[src/rtl/ps2_mouse_packet_tracker_core_macros.svh]
// Assertion macros used by the mouse packet tracker core.
`ifndef PS2_MOUSE_PACKET_TRACKER_CORE_MACROS_SVH
`define PS2_MOUSE_PACKET_TRACKER_CORE_MACROS_SVH

// Same-cycle implication, checked out of reset.
`define PS2MPT_ASSERT_NOW(label, clk, rst, ante, cons) \
  label: assert property (@(posedge clk) disable iff (rst) (ante) |-> (cons)) \
    else $error("ps2mpt: same-cycle check failed");

// Next-cycle implication, checked out of reset.
`define PS2MPT_ASSERT_NEXT(label, clk, rst, ante, cons) \
  label: assert property (@(posedge clk) disable iff (rst) (ante) |=> (cons)) \
    else $error("ps2mpt: next-cycle check failed");

`endif

[src/rtl/ps2mpt_pkg.sv]
// Types and constants for the PS/2 mouse packet tracker.
`default_nettype none

package ps2mpt_pkg;

  localparam int SIZE_BITS    = 13;
  localparam int CFG_IDX_BITS = 1;
  localparam int DELTA_BITS   = 9;

  // Configuration register indexes.
  localparam logic [CFG_IDX_BITS-1:0] CFG_SCREEN_WIDTH  = 1'd0;
  localparam logic [CFG_IDX_BITS-1:0] CFG_SCREEN_HEIGHT = 1'd1;

  localparam logic [SIZE_BITS-1:0] SCREEN_WIDTH_RESET  = 13'd1024;
  localparam logic [SIZE_BITS-1:0] SCREEN_HEIGHT_RESET = 13'd768;

  // Command codes.
  localparam logic CMD_BYTE     = 1'b0;
  localparam logic CMD_RECENTRE = 1'b1;

  // Bit positions in the controller status and packet header.
  localparam int STATUS_OUT_FULL = 0;
  localparam int STATUS_AUX      = 5;
  localparam int HDR_SYNC        = 3;
  localparam int HDR_X_SIGN      = 4;
  localparam int HDR_Y_SIGN      = 5;
  localparam int BUTTON_LEFT     = 0;

  typedef logic [SIZE_BITS-1:0] size_t;
  typedef logic [11:0]          coord_t;
  typedef logic [2:0]           buttons_t;
  typedef logic [7:0]           byte_t;

  typedef enum logic [1:0] {
    PHASE_HEADER = 2'd0,
    PHASE_X      = 2'd1,
    PHASE_Y      = 2'd2
  } phase_t;

  typedef struct packed {
    logic  command;
    byte_t status_byte;
    byte_t data_byte;
  } in_item_t;

  typedef struct packed {
    logic     accepted;
    logic     packet_done;
    coord_t   cursor_x;
    coord_t   cursor_y;
    buttons_t button_bits;
    logic     left_pressed;
    logic     left_released;
  } out_item_t;

endpackage

`default_nettype wire

[src/rtl/ps2mpt_axis.sv]
// One cursor axis: applies a signed delta, clamps to the screen, or recentres.
`default_nettype none

module ps2mpt_axis #(
  parameter int COORD_BITS = 12
) (
  input  wire ps2mpt_pkg::size_t                        size,
  input  wire logic [COORD_BITS-1:0]                    pos,
  input  wire logic [ps2mpt_pkg::DELTA_BITS-1:0]        delta,
  input  wire logic                                     subtract,
  input  wire logic                                     update,
  input  wire logic                                     recentre,
  output logic      [COORD_BITS-1:0]                    pos_next
);

  localparam int WIDE = (COORD_BITS > ps2mpt_pkg::SIZE_BITS) ? COORD_BITS
                                                             : ps2mpt_pkg::SIZE_BITS;
  localparam int SUM_BITS = COORD_BITS + 2;

  logic [WIDE-1:0]             cap_w;
  logic [WIDE-1:0]             lim_raw_w;
  logic [WIDE-1:0]             lim_w;
  logic [WIDE-1:0]             half_w;
  logic [WIDE-1:0]             centre_w;
  logic [COORD_BITS-1:0]       lim;
  logic signed [SUM_BITS-1:0]  pos_s;
  logic signed [SUM_BITS-1:0]  delta_s;
  logic signed [SUM_BITS-1:0]  sum;
  logic signed [SUM_BITS-1:0]  lim_s;
  logic [COORD_BITS-1:0]       clamped;

  always_comb begin
    cap_w     = WIDE'({COORD_BITS{1'b1}});
    // A zero size behaves like a size of one.
    lim_raw_w = (size == '0) ? '0 : WIDE'(size - ps2mpt_pkg::size_t'(1));
    lim_w     = (lim_raw_w > cap_w) ? cap_w : lim_raw_w;
    half_w    = WIDE'(size >> 1);
    centre_w  = (half_w > cap_w) ? cap_w : half_w;
    lim       = lim_w[COORD_BITS-1:0];

    pos_s   = $signed({2'b00, pos});
    delta_s = $signed({{(SUM_BITS - ps2mpt_pkg::DELTA_BITS){delta[ps2mpt_pkg::DELTA_BITS-1]}},
                       delta});
    sum     = subtract ? (pos_s - delta_s) : (pos_s + delta_s);
    lim_s   = $signed({2'b00, lim});

    if (sum < 0) begin
      clamped = '0;
    end else if (sum > lim_s) begin
      clamped = lim;
    end else begin
      clamped = sum[COORD_BITS-1:0];
    end

    if (recentre) begin
      pos_next = centre_w[COORD_BITS-1:0];
    end else if (update) begin
      pos_next = clamped;
    end else begin
      pos_next = pos;
    end
  end

endmodule

`default_nettype wire

[src/rtl/ps2_mouse_packet_tracker_core.sv]
// Top level of the PS/2 mouse packet tracker: packet reassembly and cursor tracking.
`default_nettype none

// Takes controller status/data byte pairs (or a recentre command) and returns one
// result item for every input item: whether the byte was mouse data, whether it
// finished a three-byte packet, the clamped cursor position, the held buttons and
// the left-button press and release edges of the last packet. A byte counts only
// when the status shows output full and aux data; a packet header must have bit 3
// set or it is dropped. Each item is updated by the adder and clamp logic in front
// of the result register, so a new item is accepted in every cycle as long as the
// result register is empty or being emptied. Screen width and height must be written
// through the configuration port while the block is idle, which the block does not
// enforce; they take effect at the next packet or recentre. COORD_BITS sets the
// width of the internal position registers; reported coordinates are its low 12 bits.

`include "ps2_mouse_packet_tracker_core_macros.svh"

module ps2_mouse_packet_tracker_core #(
  parameter int COORD_BITS = 12
) (
  input  wire logic                                    clk,
  input  wire logic                                    rst,
  input  wire logic                                    in_valid,
  output logic                                         in_stall,
  input  wire ps2mpt_pkg::in_item_t                    in_data,
  output logic                                         out_valid,
  input  wire logic                                    out_stall,
  output ps2mpt_pkg::out_item_t                        out_data,
  input  wire logic                                    cfg_wr_en,
  input  wire logic [ps2mpt_pkg::CFG_IDX_BITS-1:0]     cfg_index,
  input  wire ps2mpt_pkg::size_t                       cfg_data
);

  localparam logic [COORD_BITS-1:0] POS_X_RESET = COORD_BITS'(512);
  localparam logic [COORD_BITS-1:0] POS_Y_RESET = COORD_BITS'(384);

  // Configuration registers.
  ps2mpt_pkg::size_t screen_width;
  ps2mpt_pkg::size_t screen_height;

  // Tracker state.
  ps2mpt_pkg::phase_t    phase, phase_next;
  ps2mpt_pkg::byte_t     header_byte, header_byte_next;
  ps2mpt_pkg::byte_t     x_delta_byte, x_delta_byte_next;
  logic [COORD_BITS-1:0] pos_x, pos_x_next;
  logic [COORD_BITS-1:0] pos_y, pos_y_next;
  ps2mpt_pkg::buttons_t  buttons_now, buttons_now_next;
  ps2mpt_pkg::buttons_t  buttons_before, buttons_before_next;

  ps2mpt_pkg::out_item_t result;

  logic take;
  logic is_mouse;
  logic recentre;
  logic accepted;
  logic done;
  logic [ps2mpt_pkg::DELTA_BITS-1:0] dx;
  logic [ps2mpt_pkg::DELTA_BITS-1:0] dy;

  // The result register holds one item; the input side waits only while that
  // item is still there and the consumer is stalling.
  assign in_stall = out_valid && out_stall;
  assign take     = in_valid && !in_stall;

  // Configuration writes.
  always_ff @(posedge clk) begin
    if (rst) begin
      screen_width  <= ps2mpt_pkg::SCREEN_WIDTH_RESET;
      screen_height <= ps2mpt_pkg::SCREEN_HEIGHT_RESET;
    end else if (cfg_wr_en) begin
      case (cfg_index)
        ps2mpt_pkg::CFG_SCREEN_WIDTH:  screen_width  <= cfg_data;
        ps2mpt_pkg::CFG_SCREEN_HEIGHT: screen_height <= cfg_data;
        default: ;
      endcase
    end
  end

  // Packet reassembly. The next-state logic is only committed when an item is
  // taken, so it can be computed unconditionally here.
  always_comb begin
    is_mouse = in_data.status_byte[ps2mpt_pkg::STATUS_OUT_FULL] &&
               in_data.status_byte[ps2mpt_pkg::STATUS_AUX];
    recentre = (in_data.command == ps2mpt_pkg::CMD_RECENTRE);

    phase_next          = phase;
    header_byte_next    = header_byte;
    x_delta_byte_next   = x_delta_byte;
    buttons_now_next    = buttons_now;
    buttons_before_next = buttons_before;
    accepted            = 1'b0;
    done                = 1'b0;

    if (recentre) begin
      accepted          = 1'b1;
      phase_next        = ps2mpt_pkg::PHASE_HEADER;
      header_byte_next  = '0;
      x_delta_byte_next = '0;
    end else if (is_mouse) begin
      accepted = 1'b1;
      case (phase)
        ps2mpt_pkg::PHASE_X: begin
          x_delta_byte_next = in_data.data_byte;
          phase_next        = ps2mpt_pkg::PHASE_Y;
        end
        ps2mpt_pkg::PHASE_Y: begin
          buttons_before_next = buttons_now;
          buttons_now_next    = header_byte[2:0];
          phase_next          = ps2mpt_pkg::PHASE_HEADER;
          done                = 1'b1;
        end
        default: begin
          // Header phase, and the unused phase code, wait for a synced header.
          if (in_data.data_byte[ps2mpt_pkg::HDR_SYNC]) begin
            header_byte_next = in_data.data_byte;
            phase_next       = ps2mpt_pkg::PHASE_X;
          end else begin
            phase_next = ps2mpt_pkg::PHASE_HEADER;
          end
        end
      endcase
    end
  end

  // The header carries the ninth (sign) bits of both movement bytes.
  assign dx = {header_byte[ps2mpt_pkg::HDR_X_SIGN], x_delta_byte};
  assign dy = {header_byte[ps2mpt_pkg::HDR_Y_SIGN], in_data.data_byte};

  // X grows with the delta; Y shrinks with it since screen Y points down.
  ps2mpt_axis #(
    .COORD_BITS (COORD_BITS)
  ) u_axis_x (
    .size     (screen_width),
    .pos      (pos_x),
    .delta    (dx),
    .subtract (1'b0),
    .update   (done),
    .recentre (recentre),
    .pos_next (pos_x_next)
  );

  ps2mpt_axis #(
    .COORD_BITS (COORD_BITS)
  ) u_axis_y (
    .size     (screen_height),
    .pos      (pos_y),
    .delta    (dy),
    .subtract (1'b1),
    .update   (done),
    .recentre (recentre),
    .pos_next (pos_y_next)
  );

  // The result reflects the state after this item. Edges compare the two most
  // recent packets' left button and so hold between packets.
  always_comb begin
    result.accepted      = accepted;
    result.packet_done   = done;
    result.cursor_x      = ps2mpt_pkg::coord_t'(pos_x_next);
    result.cursor_y      = ps2mpt_pkg::coord_t'(pos_y_next);
    result.button_bits   = buttons_now_next;
    result.left_pressed  = !buttons_before_next[ps2mpt_pkg::BUTTON_LEFT] &&
                            buttons_now_next[ps2mpt_pkg::BUTTON_LEFT];
    result.left_released =  buttons_before_next[ps2mpt_pkg::BUTTON_LEFT] &&
                           !buttons_now_next[ps2mpt_pkg::BUTTON_LEFT];
  end

  // Tracker state register.
  always_ff @(posedge clk) begin
    if (rst) begin
      phase          <= ps2mpt_pkg::PHASE_HEADER;
      header_byte    <= '0;
      x_delta_byte   <= '0;
      pos_x          <= POS_X_RESET;
      pos_y          <= POS_Y_RESET;
      buttons_now    <= '0;
      buttons_before <= '0;
    end else if (take) begin
      phase          <= phase_next;
      header_byte    <= header_byte_next;
      x_delta_byte   <= x_delta_byte_next;
      pos_x          <= pos_x_next;
      pos_y          <= pos_y_next;
      buttons_now    <= buttons_now_next;
      buttons_before <= buttons_before_next;
    end
  end

  // Result register.
  always_ff @(posedge clk) begin
    if (rst) begin
      out_valid <= 1'b0;
    end else if (take) begin
      out_valid <= 1'b1;
    end else if (!out_stall) begin
      out_valid <= 1'b0;
    end
  end

  always_ff @(posedge clk) begin
    if (take) begin
      out_data <= result;
    end
  end

  // A finished packet is always a counted byte.
  `PS2MPT_ASSERT_NOW(a_done_is_accepted, clk, rst, out_valid && out_data.packet_done, out_data.accepted)

  // One packet cannot both press and release the left button.
  `PS2MPT_ASSERT_NOW(a_edges_exclusive, clk, rst, out_valid, !(out_data.left_pressed && out_data.left_released))

  // Every taken item shows up in the result register on the next cycle.
  `PS2MPT_ASSERT_NEXT(a_take_gives_result, clk, rst, take, out_valid)

  // A recentre, or a completed packet, leaves reassembly waiting for a header.
  `PS2MPT_ASSERT_NEXT(a_restart_after_packet, clk, rst, take && (recentre || done), phase == ps2mpt_pkg::PHASE_HEADER)

endmodule

`default_nettype wire
[config.mk]
export PLATFORM = sky130hd
export DESIGN_NAME = ps2_mouse_packet_tracker_core
export DESIGN_NICKNAME = d
export VERILOG_FILES = /design/src/rtl/ps2mpt_pkg.sv /design/src/rtl/ps2mpt_axis.sv /design/src/rtl/ps2_mouse_packet_tracker_core.sv
export VERILOG_INCLUDE_DIRS = /design/src /design/src/rtl
export SDC_FILE = /design/constraint.sdc
export NUM_CORES = 1
export LEC_CHECK = 0
export ABC_AREA = 1
export BUFFER_PORTS_ARGS = -buffer_cell sky130_fd_sc_hd__buf_2
export CORE_ASPECT_RATIO = 2
export CORE_MARGIN = 5
export CORE_UTILIZATION = 52
export CTS_BUF_LIST = sky130_fd_sc_hd__clkbuf_8
export CTS_CLUSTER_DIAMETER = 40
export CTS_CLUSTER_SIZE = 16
export DETAILED_ROUTE_END_ITERATION = 10
export PLACE_DENSITY = 0.79
export SLEW_MARGIN = 5
export SYNTH_ARGS = -nofsm -noshare
export SYNTH_HDL_FRONTEND = slang
export SYNTH_SLANG_ARGS = --single-unit
[constraint.sdc]
create_clock -name clk -period 5.8 [get_ports clk]
set_input_delay 0.29 -clock clk [delete_from_list [all_inputs] [get_ports clk]]
set_output_delay 0.29 -clock clk [all_outputs]
set_load 0.01 [all_outputs]
# After elaboration in Yosys (flattened, before gate mapping)
# Index checks and enable logic that the tools add are counted.
[word_totals]
regBits = 102
latch_bits = 0
ramBits = 0
romBits = 0
inputBits = 36
out_inout_bits = 33
wordCells = 90
memories = 0
[op_classes]
addsub = 4
n_mul = 0
n_div = 0
n_lt_le_gt_ge = 8
eq_ne = 4
shifts = 0
n_mux = 37
bitwise_logic = 1
reduce_logical = 19
[op_table]
columns = ["op", "n"]
rows = [
  ["$mux W12", 12],
  ["$gt A14 B13 Y1", 2],
  ["$lt A14 B1 Y1 const B", 2],
  ["$gt A13 B12 Y1 const B", 2],
  ["$logic_not A13 Y1", 2],
  ["$mux W13", 2],
  ["$sub A13 B1 Y13 const B", 2],
  ["$gt A12 B12 Y1 const B", 2],
  ["$mux W6", 4],
  ["$mux W8", 3],
  ["$add A13 B9 Y14", 1],
  ["$sub A13 B9 Y14", 1],
  ["$mux W1", 10],
  ["$mux W3", 3],
  ["$reduce_and A2 Y1", 3],
  ["$reduce_bool A2 Y1", 3],
  ["$logic_and A1 B1 Y1", 5],
  ["$mux W2", 2],
  ["$ne A2 B1 Y1 const B", 2],
  ["$pmux W2 S2", 1],
  ["$reduce_and A4 Y1", 1],
  ["$logic_not A1 Y1", 3],
  ["$reduce_and A3 Y1", 1],
  ["$eq A2 B1 Y1 const B", 1],
  ["other kinds (3)", 3],
]

# Depth between registers and ports, before layout
# Gate-level depths: netlist of the first run.
[depth]
ltp_word = 9
mapped_depth = 24
mapped_depth_nobuf = 23

# Modules after synthesis
# Synthesis of the first run repeated with hierarchy kept, for this count alone.
[unflattened]
cells_unflattened = 1140
hier_area_um2 = 7768.7
[by_module_without_submodules]
columns = ["mod", "instances", "cells_each", "area_each_um2", "seq_area_each_um2"]
rows = [
  ["ps2_mouse_packet_tracker_core", 1, 427, 3784.9, 2332.2],
  ["ps2mpt_axis at u_axis_y", 1, 358, 2013.2, 0.0],
  ["ps2mpt_axis at u_axis_x", 1, 355, 1970.6, 0.0],
]

# Worst setup path before layout of the first run
# OpenSTA, ideal clock, no wires.
[synth_path]
path_type = "register -> register"
start = "reg pos_x[0]"
end = "reg out_data[26] (netlist name), data pin"
setup_time_ns = 0.254
arrival_ns = 2.854
required_time_ns = 5.546
path_slack_ns = 2.692
path_stages_with_launch = 18
n_path_buf = 1
period_less_slack_ns = 3.108
path_cell_list = "dfxtp_1 -> ha_1 -> fa_1 -> nand3_1 -> nand2_1 -> a31o_2 -> xnor2_1 -> inv_1 -> ha_1 -> nand2_1 -> nor4_1 -> a31oi_4 -> nand2_2 -> buf_4 -> nand2_1 -> nand3_1 -> nand2_1 -> o21a_1"
[synth_via]
elab_chain_len = 6
word_cells_on_any_way = 7
classes_between = "1 x add/sub; 2 x order compare; 4 x mux"
[synth_lines]
columns = ["element", "line_no", "rtl"]
rows = [
  ["start: declaration", "ps2_mouse_packet_tracker_core.sv:45", "logic [COORD_BITS-1:0] pos_x, pos_x_next;"],
  ["start signal: assignment", "ps2_mouse_packet_tracker_core.sv:182", "pos_x <= pos_x_next;"],
  ["$add A13 B9 Y14 *", "ps2mpt_axis.sv:44", "sum = subtract ? (pos_s - delta_s) : (pos_s + delta_s);"],
  ["$gt A14 B13 Y1", "ps2mpt_axis.sv:49", "end else if (sum > lim_s) begin"],
  ["$mux W12", "ps2mpt_axis.sv:49", ""],
  ["$mux W12 *", "ps2mpt_axis.sv:47", "if (sum < 0) begin"],
  ["$mux W12 *", "ps2mpt_axis.sv:57", "end else if (update) begin"],
  ["$mux W12 *", "ps2mpt_axis.sv:55", "if (recentre) begin"],
  ["net pos_x_next[9]", "ps2_mouse_packet_tracker_core.sv:45", ""],
  ["end signal: assignment", "ps2_mouse_packet_tracker_core.sv:202", "out_data <= result;"],
  ["end: declaration", "ps2_mouse_packet_tracker_core.sv:28", "output ps2mpt_pkg::out_item_t out_data,"],
]
# Mark *: on every way through the listed nets, which the timed path passes. The rest lies on a longest branch.
# A chain may end at the register's enable or synchronous reset.

# Final worst setup path of the first run
[layout_path]
start = "reg header_byte[5]"
end = "reg out_data[6] (netlist name), data pin"
[layout_via]
elab_chain_len = 6
word_cells_on_any_way = 7
classes_between = "1 x add/sub; 2 x order compare; 4 x mux"
[layout_lines]
columns = ["element", "line_no", "rtl"]
rows = [
  ["start: declaration", "ps2_mouse_packet_tracker_core.sv:43", "ps2mpt_pkg::byte_t header_byte, header_byte_next;"],
  ["start signal: assignment", "ps2_mouse_packet_tracker_core.sv:180", "header_byte <= header_byte_next;"],
  ["$sub A13 B9 Y14 *", "ps2mpt_axis.sv:44", ""],
  ["$gt A14 B13 Y1", "ps2mpt_axis.sv:49", ""],
  ["$mux W12", "ps2mpt_axis.sv:49", ""],
  ["$mux W12 *", "ps2mpt_axis.sv:47", ""],
  ["$mux W12 *", "ps2mpt_axis.sv:57", ""],
  ["$mux W12 *", "ps2mpt_axis.sv:55", ""],
  ["net pos_y_next[1]", "ps2_mouse_packet_tracker_core.sv:46", "logic [COORD_BITS-1:0] pos_y, pos_y_next;"],
]
# Marked as above.

==> results of run 1 <==
cell usage after synthesis (5+ instances only):
master    number  area [um2]
a21oi_1      107         536
a21oi_2        8        70.1
a32oi_1        8        70.1
buf_2          6        30.0
clkbuf_1      27         101
dfxtp_1       70        1400
edfxtp_1      31         931
ha_1          55         688
inv_1        153         574
nand2_1      220         826
nand2_2        5        31.3
nand3_1       57         285
nand3_2        5        50.1
nand4_1       22         138
nor2_1        44         165
nor4_1         5        31.3
o21ai_0       74         370
o21bai_1       5        37.5
xnor2_1       10        87.6
xor2_1        25         219
critical path: cells and delay by family, from the launching register on:
| kind | cells | cell delay, ns |
|---|---|---|
| and+or+nand+nor | 11 | 1.65 |
| buffers and inverters | 4 | 0.39 |
| xor gates and xnor gates | 1 | 0.24 |
| DFF | 1 | 0.46 |
| adders and majority gates | 2 | 0.69 |
| AOI/OAI and AO/OA | 2 | 0.39 |
state kept, by name, summed over array words and instances, names as in the netlist:
signal / flops
screen_height: 13
x_delta_byte: 8
buttons_now: 3
pos_x: 12
header_byte: 5
out_data: 31
out_valid: 1
buttons_before: 1
pos_y: 12
phase: 2
screen_width: 13
cells by family (layout without fill, tap and decap cells):
kind of cell / after synthesis / after routing / synth area share [%]
AOI/OAI and AO/OA: 220 / 220 / 17.7
xor gates and xnor gates: 35 / 35 / 4.40
buffers and inverters: 193 / 236 / 10.9
adders and majority gates: 57 / 57 / 10.5
DFF: 101 / 101 / 33.5
and+or+nand+nor: 369 / 369 / 23.1
layer usage:
metal | vias to the layer above | part of all wire, % | GRT usage [%]
li1 | 3295 | - | -
met1 | 2917 | 45 | 27.0
met2 | 166 | 48 | 35.5
met3 | 23 | 5.3 | 4.17
met4 | 0 | 2.3 | 6.33
met5 | - | 0 | 0
report_power, final:
part	total (W)	internal, W	leakage (nW)	switching, W
clock	0.000450	0.000170	0.101	0.000280
sequential	0.000811	0.000779	0.880	0.0000315
combinational	0.000574	0.000207	2.83	0.000368
metrics by stage:
step                      worst slack, ns  std cells  utilization, %  instance area (um2)  hold slack, ns
after floorplan                      2.69        975               -                 6970           0.416
after global placement               1.90       1157            55.1                 7320           0.457
after detailed placement             1.83       1157            55.1                 7320           0.460
after CTS                            1.79       1173            56.6                 7520           0.112
after global routing                 1.43       1173            56.6                 7520           0.119
final                                1.74       1173            56.6                 7520           0.127
how the worst min path moves through the flow:
| stage | endpoint | startpoint |
|---|---|---|
| after detailed placement | header_byte[1] | header_byte[1] |
| after global placement | header_byte[1] | header_byte[1] |
| after CTS | screen_width[10] | cfg_data[10] |
| final | screen_width[10] | cfg_data[10] |
| after global routing | screen_width[10] | cfg_data[10] |
| after floorplan | screen_width[10] | cfg_data[10] |
final cells by class:
cell class | instances | area (um2) | share of cell area (%)
clock buffer | 9 | 124 | 1.65
clock inverter | 7 | 73.8 | 0.982
multi-input combinational | 681 | 3880 | 51.6
tap | 155 | 194 | 2.58
inverter | 155 | 582 | 7.74
timing repair buffer | 65 | 333 | 4.43
sequential | 101 | 2330 | 31.0
placed cells by master, fill, tap and decap left out, types with 3 or more instances in the layout:
master	instances
nand3_1	57
a21oi_2	8
nand4_1	22
nor4_1	5
a31o_2	3
xnor2_1	10
nand2_2	5
edfxtp_1	31
o211ai_1	3
buf_4	3
clkbuf_8	9
o21ai_0	74
buf_2	62
a32oi_1	8
dfxtp_1	70
inv_1	153
nor3_2	3
o21bai_1	5
nor2_1	43
nor3_1	3
nand2_1	220
xor2_1	25
nand3_2	5
a21oi_1	107
ha_1	55
a21o_1	3
==> out/metrics.cfg, run 1 <==
[timing]
fin_crit_sh_pct=69.9
setup-tns-final_ns=0
rsz0062_at_grt=no
hold_violations=0
setup_viol=0
maxSlewViolCount=0
fin_crit_ns=4.06
relSlewSlack_pct=36.3
fmax_mhz=247
tightest_slew_ns=0.956
skew_ns=0.00935

[detailed_routing]
vias_per_cell=5.46
drt-total-wl_um=16700
drt_pass1_iterations=7
wire_per_inst_um=14.2
drt_iter0_markers=389
vias=6401
drc=0
postRouteAntennaNets=0

[worst_setup_path]
rr_startpoint=header_byte[5]
crit_end=out_data[6]
critPathMaxFanout=13
critical_path_class=reg2reg
required_ns=5.95
r2r_cells=20
reg2reg_to=out_data[6]
end_kind=register
worst_setup_path_start_kind=register
critical_path_arrival_ns=4.21
critPathLaunch=header_byte[5]
cp_slowest_cell=dfxtp_1
reg2reg_setup_slack_ns=1.74
crit_chain=inv_1, ha_1, nand2_1, inv_1, nand2_1, nand2_1, a31oi_1, o21bai_1, xor2_1, inv_1, ha_1, nand2_1, nor2_1, nand4_1, nand3_2, nand2_1, nand3_1, nand2_1, nand2_1, inv_1
crit_top_cell=nand2_1
max_stage_delay_ns=0.46

[yosys]
synthCells=975
synth-edff-count=31
synth_area_um2=6970
yosysWarningCount=0
synth-seq-area-share_pct=33.5
synth_fp_nets=1068
syn_avg_cell_area_um2=7.15
synth.distinct_cells=41
synth_seq_cells=101
async_flop_share_pct=0
synthFlopType=dfxtp_1

[power_and_ir_drop]
max-vdd-ir-drop_mv=0.143
power_density_nw_per_um2=244
power.leakage_nw=3.81
power.total_w=0.00183

[clock_tree]
cts_buffer_depth=2
insertion_delay_ns=0.39
cts.sinks=101
cts_tree=yes
post_cts_buffers=0
clkTransAtPathRegs_ns=0.10
htreeDepth=3
cts_resized=0
cts_buffers=9
hold_buffers=0
cts-root-buf=clkbuf_8

[floorplanning]
ios=69
die_h_um=174
dieArea_um2=16000
die_w_um=91.8
core_um2=13300
start_util_pct=52.4
rows=60

[global_route]
grt_pass1_wl_um=27500
grt_max_degree=79
track_usage_pct=21.1
antenna_found_initial=0
overflow=0
grt_pass1_vias=5941

[placed_design]
dp_hpwl_um=12900
portBuffers=62
place_congestion=0.905

[final_layout]
area_delta_synth_final_pct=7.96
nets=1106
fillers=1278
antenna_cells=0
drive_gt1_share_pct=11.0

[worst_hold_path]
holdPathStages=3
hold_path.class=in2reg

[job]
max_cap_violations=0

[run_status]
status=complete, no violations

Power figures use the tool's default switching activity.
==> inputs of run 2 (changes only) <==
- ABC_AREA: 1 -> 0
- PLACE_DENSITY: 0.79 -> 0.81
- clock period: 5.8 -> 3.5 ns (I/O delays scaled with it)
==> run 2 against run 1 <==
Against the previous run: the run now ends with negative setup slack left; register-to-register slack lost 2.5 ns; core utilization rose by 20 points; area after synthesis rose by 0.48%; critical endpoint is now pos_y[1]; largest cell class unchanged.
==> out/metrics.cfg, run 2 <==
[timing]
relSlewSlack_pct=31.2  ; -5.1 points
maxSlewViolCount=0  ; unchanged
setup_slack_ns=-0.767  ; -2.51 ns
setup_viol=48  ; +48
rsz0062_at_grt=yes
hold_slack_ns=0.0211  ; -0.106 ns
fin_crit_sh_pct=122  ; +52 points
setup-tns-final_ns=-29.34  ; -29.34 ns
tightest_slew_ns=1.03  ; +0.0721 ns
skew_ns=0.0286  ; +0.0192 ns
fin_crit_ns=4.27  ; +0.211 ns
hold_violations=0  ; unchanged
fmax_mhz=234  ; -4.9%

[clock_tree]
insertion_delay_ns=0.40  ; about the same
cts_buffers=9  ; unchanged
htreeDepth=3  ; unchanged
cts-root-buf=clkbuf_8
cts.sinks=101  ; unchanged
cts_tree=yes
clkTransAtPathRegs_ns=0.12  ; +0.02 ns
cts_buffer_depth=2  ; unchanged

[detailed_routing]
drt_pass1_iterations=8  ; +1
drc=0  ; unchanged
wire_per_inst_um=24.0  ; +69%
drt-total-wl_um=30400  ; +82%
postRouteAntennaNets=0  ; unchanged
vias_per_cell=6.70  ; +23%
vias=8478  ; +32%
drt_iter0_markers=905  ; +130%

[worst_hold_path]
hold_path.class=in2reg
min-delay-start=cfg_data[6]
hold_end=screen_width[6]
holdPathStages=3  ; unchanged

[yosys]
syn_avg_cell_area_um2=8.20  ; +15%
async_flop_share_pct=0  ; unchanged
synth.distinct_cells=74  ; +80%
synth_fp_nets=947  ; -11%
synth-edff-count=31  ; unchanged
yosysWarningCount=0  ; unchanged
synth-seq-area-share_pct=33.3  ; -0.16 points
synth_seq_cells=101  ; unchanged
synth_area_um2=7000  ; +0.48%
synthFlopType=dfxtp_1
synth_area_leader_cell=dfxtp_1
synth_top_area_share_pct=20.0  ; -0.097 points
synth_most_common_cell=nand2_1
synthTopCellsByArea=dfxtp_1, edfxtp_1, ha_1, nand2_1, a21oi_1
synthTopCellsByCount=nand2_1, a21oi_1, dfxtp_1
synthCells=854  ; -12%

[job]
max_cap_violations=0  ; unchanged

[placed_design]
place_congestion=1.04  ; +15%
dp_hpwl_um=18600  ; +44%
place_area_um2=8760  ; +20%
portBuffers=62  ; unchanged

[run_status]
failed_checks=negative setup slack
status=finished with violations

[worst_setup_path]
reg2reg_setup_slack_ns=-0.77  ; -2.51 ns
cp_slowest_cell=or3_4
end_kind=register
crit_buf_inv=3  ; -1
critPathMaxFanout=6  ; -7
crit_family=compound AO/OA/AOI/OAI gates
critical_path_class=reg2reg
required_ns=3.77  ; -2.18 ns
crit_top_cell=inv_2
crit_chain=inv_2, ha_4, inv_2, fa_2, a211oi_4, nor2_2, o21a_1, nor2_1, xnor2_1, ha_1, a211oi_2, o21ai_1, a211o_2, o211ai_1, or3_4, buf_4, a311oi_4, a31oi_4, a311oi_1
max_stage_delay_ns=0.45  ; about the same
worst_setup_path_start_kind=register
r2r_cells=19  ; -5.0%
rr_startpoint=pos_y[0]
reg2reg_to=pos_y[1]
critical_path_arrival_ns=4.54  ; +0.33 ns

[power_and_ir_drop]
power.total_w=0.00384  ; +110%
power_density_nw_per_um2=374  ; +53%
max-vdd-ir-drop_mv=0.307  ; +110%
power.leakage_nw=4.45  ; +17%

[global_route]
grt_pass1_vias=8516  ; +43%
track_usage_pct=34.9  ; +14 points
antenna_found_initial=0  ; unchanged
overflow=0  ; unchanged
grt_pass1_wl_um=43600  ; +58%
grt_max_degree=60  ; -24%

[floorplanning]
rows=60  ; unchanged
ios=69  ; unchanged
die_w_um=92.0  ; +0.22%
dieArea_um2=16000  ; +0.45%
die_h_um=174  ; +0.23%
start_util_pct=52.4  ; about the same
core_um2=13400  ; +0.57%

[final_layout]
final_common_cell=buf_4
drive_gt1_share_pct=42.0  ; +31 points
area_delta_synth_final_pct=46.6
largest_reg_flops=31  ; unchanged
antenna_cells=0  ; unchanged
top_regs=out_data x31, screen_height x13, screen_width x13
postLayoutCoreUtil_pct=76.8  ; +20 points
final_cell_mix=buf_4, nand2_1, a21oi_1
nets=1199  ; +8.4%
stdcell_area_um2=10300  ; +36%
regMostFlops=out_data

[run 2: logic make-up (layout without fill, tap and decap cells)]
family	Yosys count	after routing	share of synthesized area (%)
flip-flops	101	101	33.3
multiplexers	7	7	1.05
AO/OA/AOI/OAI	283	283	27.0
adder cells (fa/ha/maj)	58	58	10.5
buffers and inverters	83	340	4.54
AND/OR/NAND/NOR	292	292	19.8
XOR/XNOR	30	30	3.75
[run 2: layout make-up]
cell class | instances | area [um2]
Clock buffer | 9 | 124
Clock inverter | 7 | 58.8
Fill cell | 829 | 3100
Inverter | 40 | 150
Multi-Input combinational cell | 670 | 5330
Sequential cell | 101 | 2350
Tap cell | 155 | 194
Timing Repair Buffer | 284 | 2060
[run 2: worst max path at each step]
stage                              end        startpoint  cells after the start  slack, ns
after floorplan           out_data[26]   screen_width[3]                     16      -0.29
after global placement    out_data[20]          pos_x[0]                     17      -0.52
after detailed placement      pos_x[2]          pos_x[0]                     16      -0.70
after CTS                 out_data[15]          pos_y[0]                     19      -0.37
after global routing          pos_y[4]  screen_height[0]                     18      -0.89
final                         pos_y[1]          pos_y[0]                     19      -0.77
[run 2: power by group]
group | switching, W | internal (W) | leakage (nW)
clock | 0.000494 | 0.000272 | 0.0975
sequential | 0.0000500 | 0.00127 | 0.885
combinational | 0.000956 | 0.000790 | 3.46
[run 2: worst min-delay path, cell delays in order]
cell	delay, ns
buf_2	0.10
nand2_1	0.05
a21oi_1	0.05
[run 2: stage by stage]
step | worst slack (ns) | instances
after floorplan | -0.291 | 854
after global placement | -0.522 | 1202
after detailed placement | -0.704 | 1202
after CTS | -0.373 | 1254
after global routing | -0.889 | 1266
final | -0.767 | 1266
[run 2: what timing repair did]
item / in CTS / in global routing
hold buffers: 0 / 0
setup endpoints to repair: 48 / 48
resized for setup: 122 / 74
buffers inserted: 37 / 12
pin swaps: 58 / 48
gates cloned: 1 / 0
[run 2: routing by layer]
layer  wire (um)  GRT usage, %  up-vias
met5           0             0        -
met4        3860          32.8        0
met3        2040          5.33      270
met2       14900          61.6      578
met1        9590          33.7     3984
li1            -             -     3646
==> inputs of run 3 (changes only) <==
- CORE_ASPECT_RATIO: 2 -> 1.75
==> run 3 against run 2 <==
Against the previous run: the flow still finishes with violations (negative setup slack); critical endpoint is now out_data[13]; largest cell class unchanged; via count down 0.60%; register-to-register slack better by 0.03 ns; first-iteration DRC count down 7.7%.
==> out/metrics.cfg, run 3 (same netlist as run 2, synthesis figures left out) <==
[run_status]
status=finished with violations
failed_checks=negative setup slack

[worst_setup_path]
end_kind=register
reg2reg_to=out_data[13]
worst_setup_path_start_kind=register
critPathMaxFanout=3  ; -3
required_ns=3.62  ; -0.15 ns
r2r_cells=17  ; -2
worst-path-stages=17  ; -2
crit_family=compound AO/OA/AOI/OAI gates
critical_path_class=reg2reg
reg2reg_setup_slack_ns=-0.73  ; +0.03 ns
crit_buf_inv=4  ; +1
cp_slowest_cell=or4_4
rr_startpoint=pos_y[0]
crit_chain=inv_2, ha_4, inv_2, fa_2, a211oi_4, nor2_2, buf_4, nor2_2, ha_1, and4_1, a221o_2, o211a_1, o21a_4, buf_4, or4_4, nand3_2, o211ai_1
max_stage_delay_ns=0.41  ; -0.04 ns
critical_path_arrival_ns=4.35  ; -0.19 ns

[floorplanning]
dieArea_um2=16000  ; -0.31%
rows=56  ; -6.7%
ios=69  ; unchanged
core_um2=13300  ; -0.37%
die_h_um=163  ; -6.1%
die_w_um=97.7  ; +6.2%
start_util_pct=52.6  ; +0.20 points

[global_route]
grt_pass1_vias=8015  ; -5.9%
overflow=0  ; unchanged
grt_pass1_wl_um=41000  ; -5.8%
grt_max_degree=62  ; +3.3%
antenna_found_initial=0  ; unchanged
track_usage_pct=32.5  ; -2.4 points

[final_layout]
area_delta_synth_final_pct=46.3
top_regs=out_data x31, screen_height x13, screen_width x13
stdcell_area_um2=10200  ; -0.21%
nets=1187  ; -1.0%
largest_reg_flops=31  ; unchanged
instances_no_fill=1273  ; +0.55%
final_cell_mix=buf_4, nand2_1, a21oi_1
regMostFlops=out_data
drive_gt1_share_pct=41.2  ; -0.81 points
antenna_cells=0  ; unchanged
final_common_cell=buf_4

[detailed_routing]
vias_per_cell=6.62  ; -1.1%
postRouteAntennaNets=0  ; unchanged
wire_per_inst_um=23.9  ; -0.16%
drt_pass1_iterations=6  ; -2
vias=8427  ; -0.60%
drt_iter0_markers=835  ; -7.7%
drc=0  ; unchanged
drt-total-wl_um=30500  ; +0.39%

[timing]
tightest_slew_ns=1.41  ; +0.387 ns
relSlewSlack_pct=4.89  ; -26 points
fin_crit_sh_pct=121  ; -0.97 points
maxSlewViolCount=0  ; unchanged
setup_slack_ns=-0.733  ; +0.0341 ns
hold_violations=0  ; unchanged
skew_ns=0.0179  ; -0.0107 ns
fmax_mhz=236  ; +0.81%
fin_crit_ns=4.23  ; -0.0341 ns
rsz0062_at_grt=yes
setup_viol=48  ; unchanged
hold_slack_ns=0.00541  ; -0.0157 ns

[placed_design]
dp_hpwl_um=17900  ; -4.1%
portBuffers=62  ; unchanged
place_area_um2=8740  ; -0.16%
dp_slack_ns=-0.602  ; +0.102 ns
place_congestion=1.01  ; -3.2%
place_inst=1216  ; +1.2%

[clock_tree]
clkTransAtPathRegs_ns=0.11  ; about the same
insertion_delay_ns=0.39  ; about the same
cts.sinks=101  ; unchanged
hold_buffers=0  ; unchanged
cts_buffers=9  ; unchanged
cts-root-buf=clkbuf_8
cts_tree=yes
cts_buffer_depth=2  ; unchanged
htreeDepth=3  ; unchanged

[power_and_ir_drop]
max-vdd-ir-drop_mv=0.298  ; -3.0%
power.leakage_nw=4.40  ; -1.1%
power_density_nw_per_um2=385  ; +2.9%

[job]
max_cap_violations=0  ; unchanged

[worst_hold_path]
min-delay-start=cfg_data[9]
hold_end=screen_height[9]
hold_path.class=in2reg
holdPathStages=3  ; unchanged

-- run 3: worst max path at each step --
stage | endpoint | slack [ns] | from
6_report | out_data[13] | -0.73 | pos_y[0]
5_1_grt | pos_y[0] | -0.83 | pos_y[0]
4_1_cts | out_data[11] | -0.44 | pos_y[0]
3_5_place_dp | out_data[19] | -0.60 | pos_x[0]
3_3_place_gp | out_data[19] | -0.55 | pos_x[0]
2_1_floorplan | out_data[26] | -0.29 | screen_width[3]
-- run 3: area by class of cell --
type	instances	area [um2]
clock buffers	9	124
clock inverters	7	61.3
fillers	836	3070
inverters	40	150
multi-input cells	670	5340
flip-flops and latches	101	2340
well taps	174	218
repair buffers	272	2000
-- run 3: power by group --
| group | switching (W) | internal, W | total [W] | leakage [nW] |
|---|---|---|---|---|
| clock | 0.000471 | 0.000272 | 0.000743 | 0.0986 |
| combinational | 0.00101 | 0.000859 | 0.00187 | 3.42 |
| sequential | 0.0000484 | 0.00127 | 0.00132 | 0.885 |
-- run 3: stage by stage --
step | setup TNS [ns] | total power (W) | utilization [%]
after CTS | -15.84 | 0.00352 | 72.8
after global placement | -19.73 | 0.00253 | 65.7
after global routing | -34.02 | 0.00408 | 76.9
after floorplan | -5.36 | 0.00206 | -
after detailed placement | -21.38 | 0.00255 | 65.7
final | -29.93 | 0.00394 | 76.9
-- run 3: what timing repair did --
action / in CTS / in global routing
setup endpoints to repair: 48 / 48
pin swaps: 62 / 69
resized for setup: 126 / 74
buffers inserted: 24 / 20
hold endpoints to repair: 0 / 0
-- run 3: worst min-delay path: stages --
cell     delay (ns)
buf_2          0.08
nand2_1        0.05
nand3_1        0.07
-- run 3: layer usage --
layer	GRT usage [%]	part of all wire, %	vias to the layer above
met2	59.3	49	639
met1	32.7	32	3885
met4	25.6	12	0
li1	-	-	3623
met5	0	0	-
met3	4.62	7.8	280
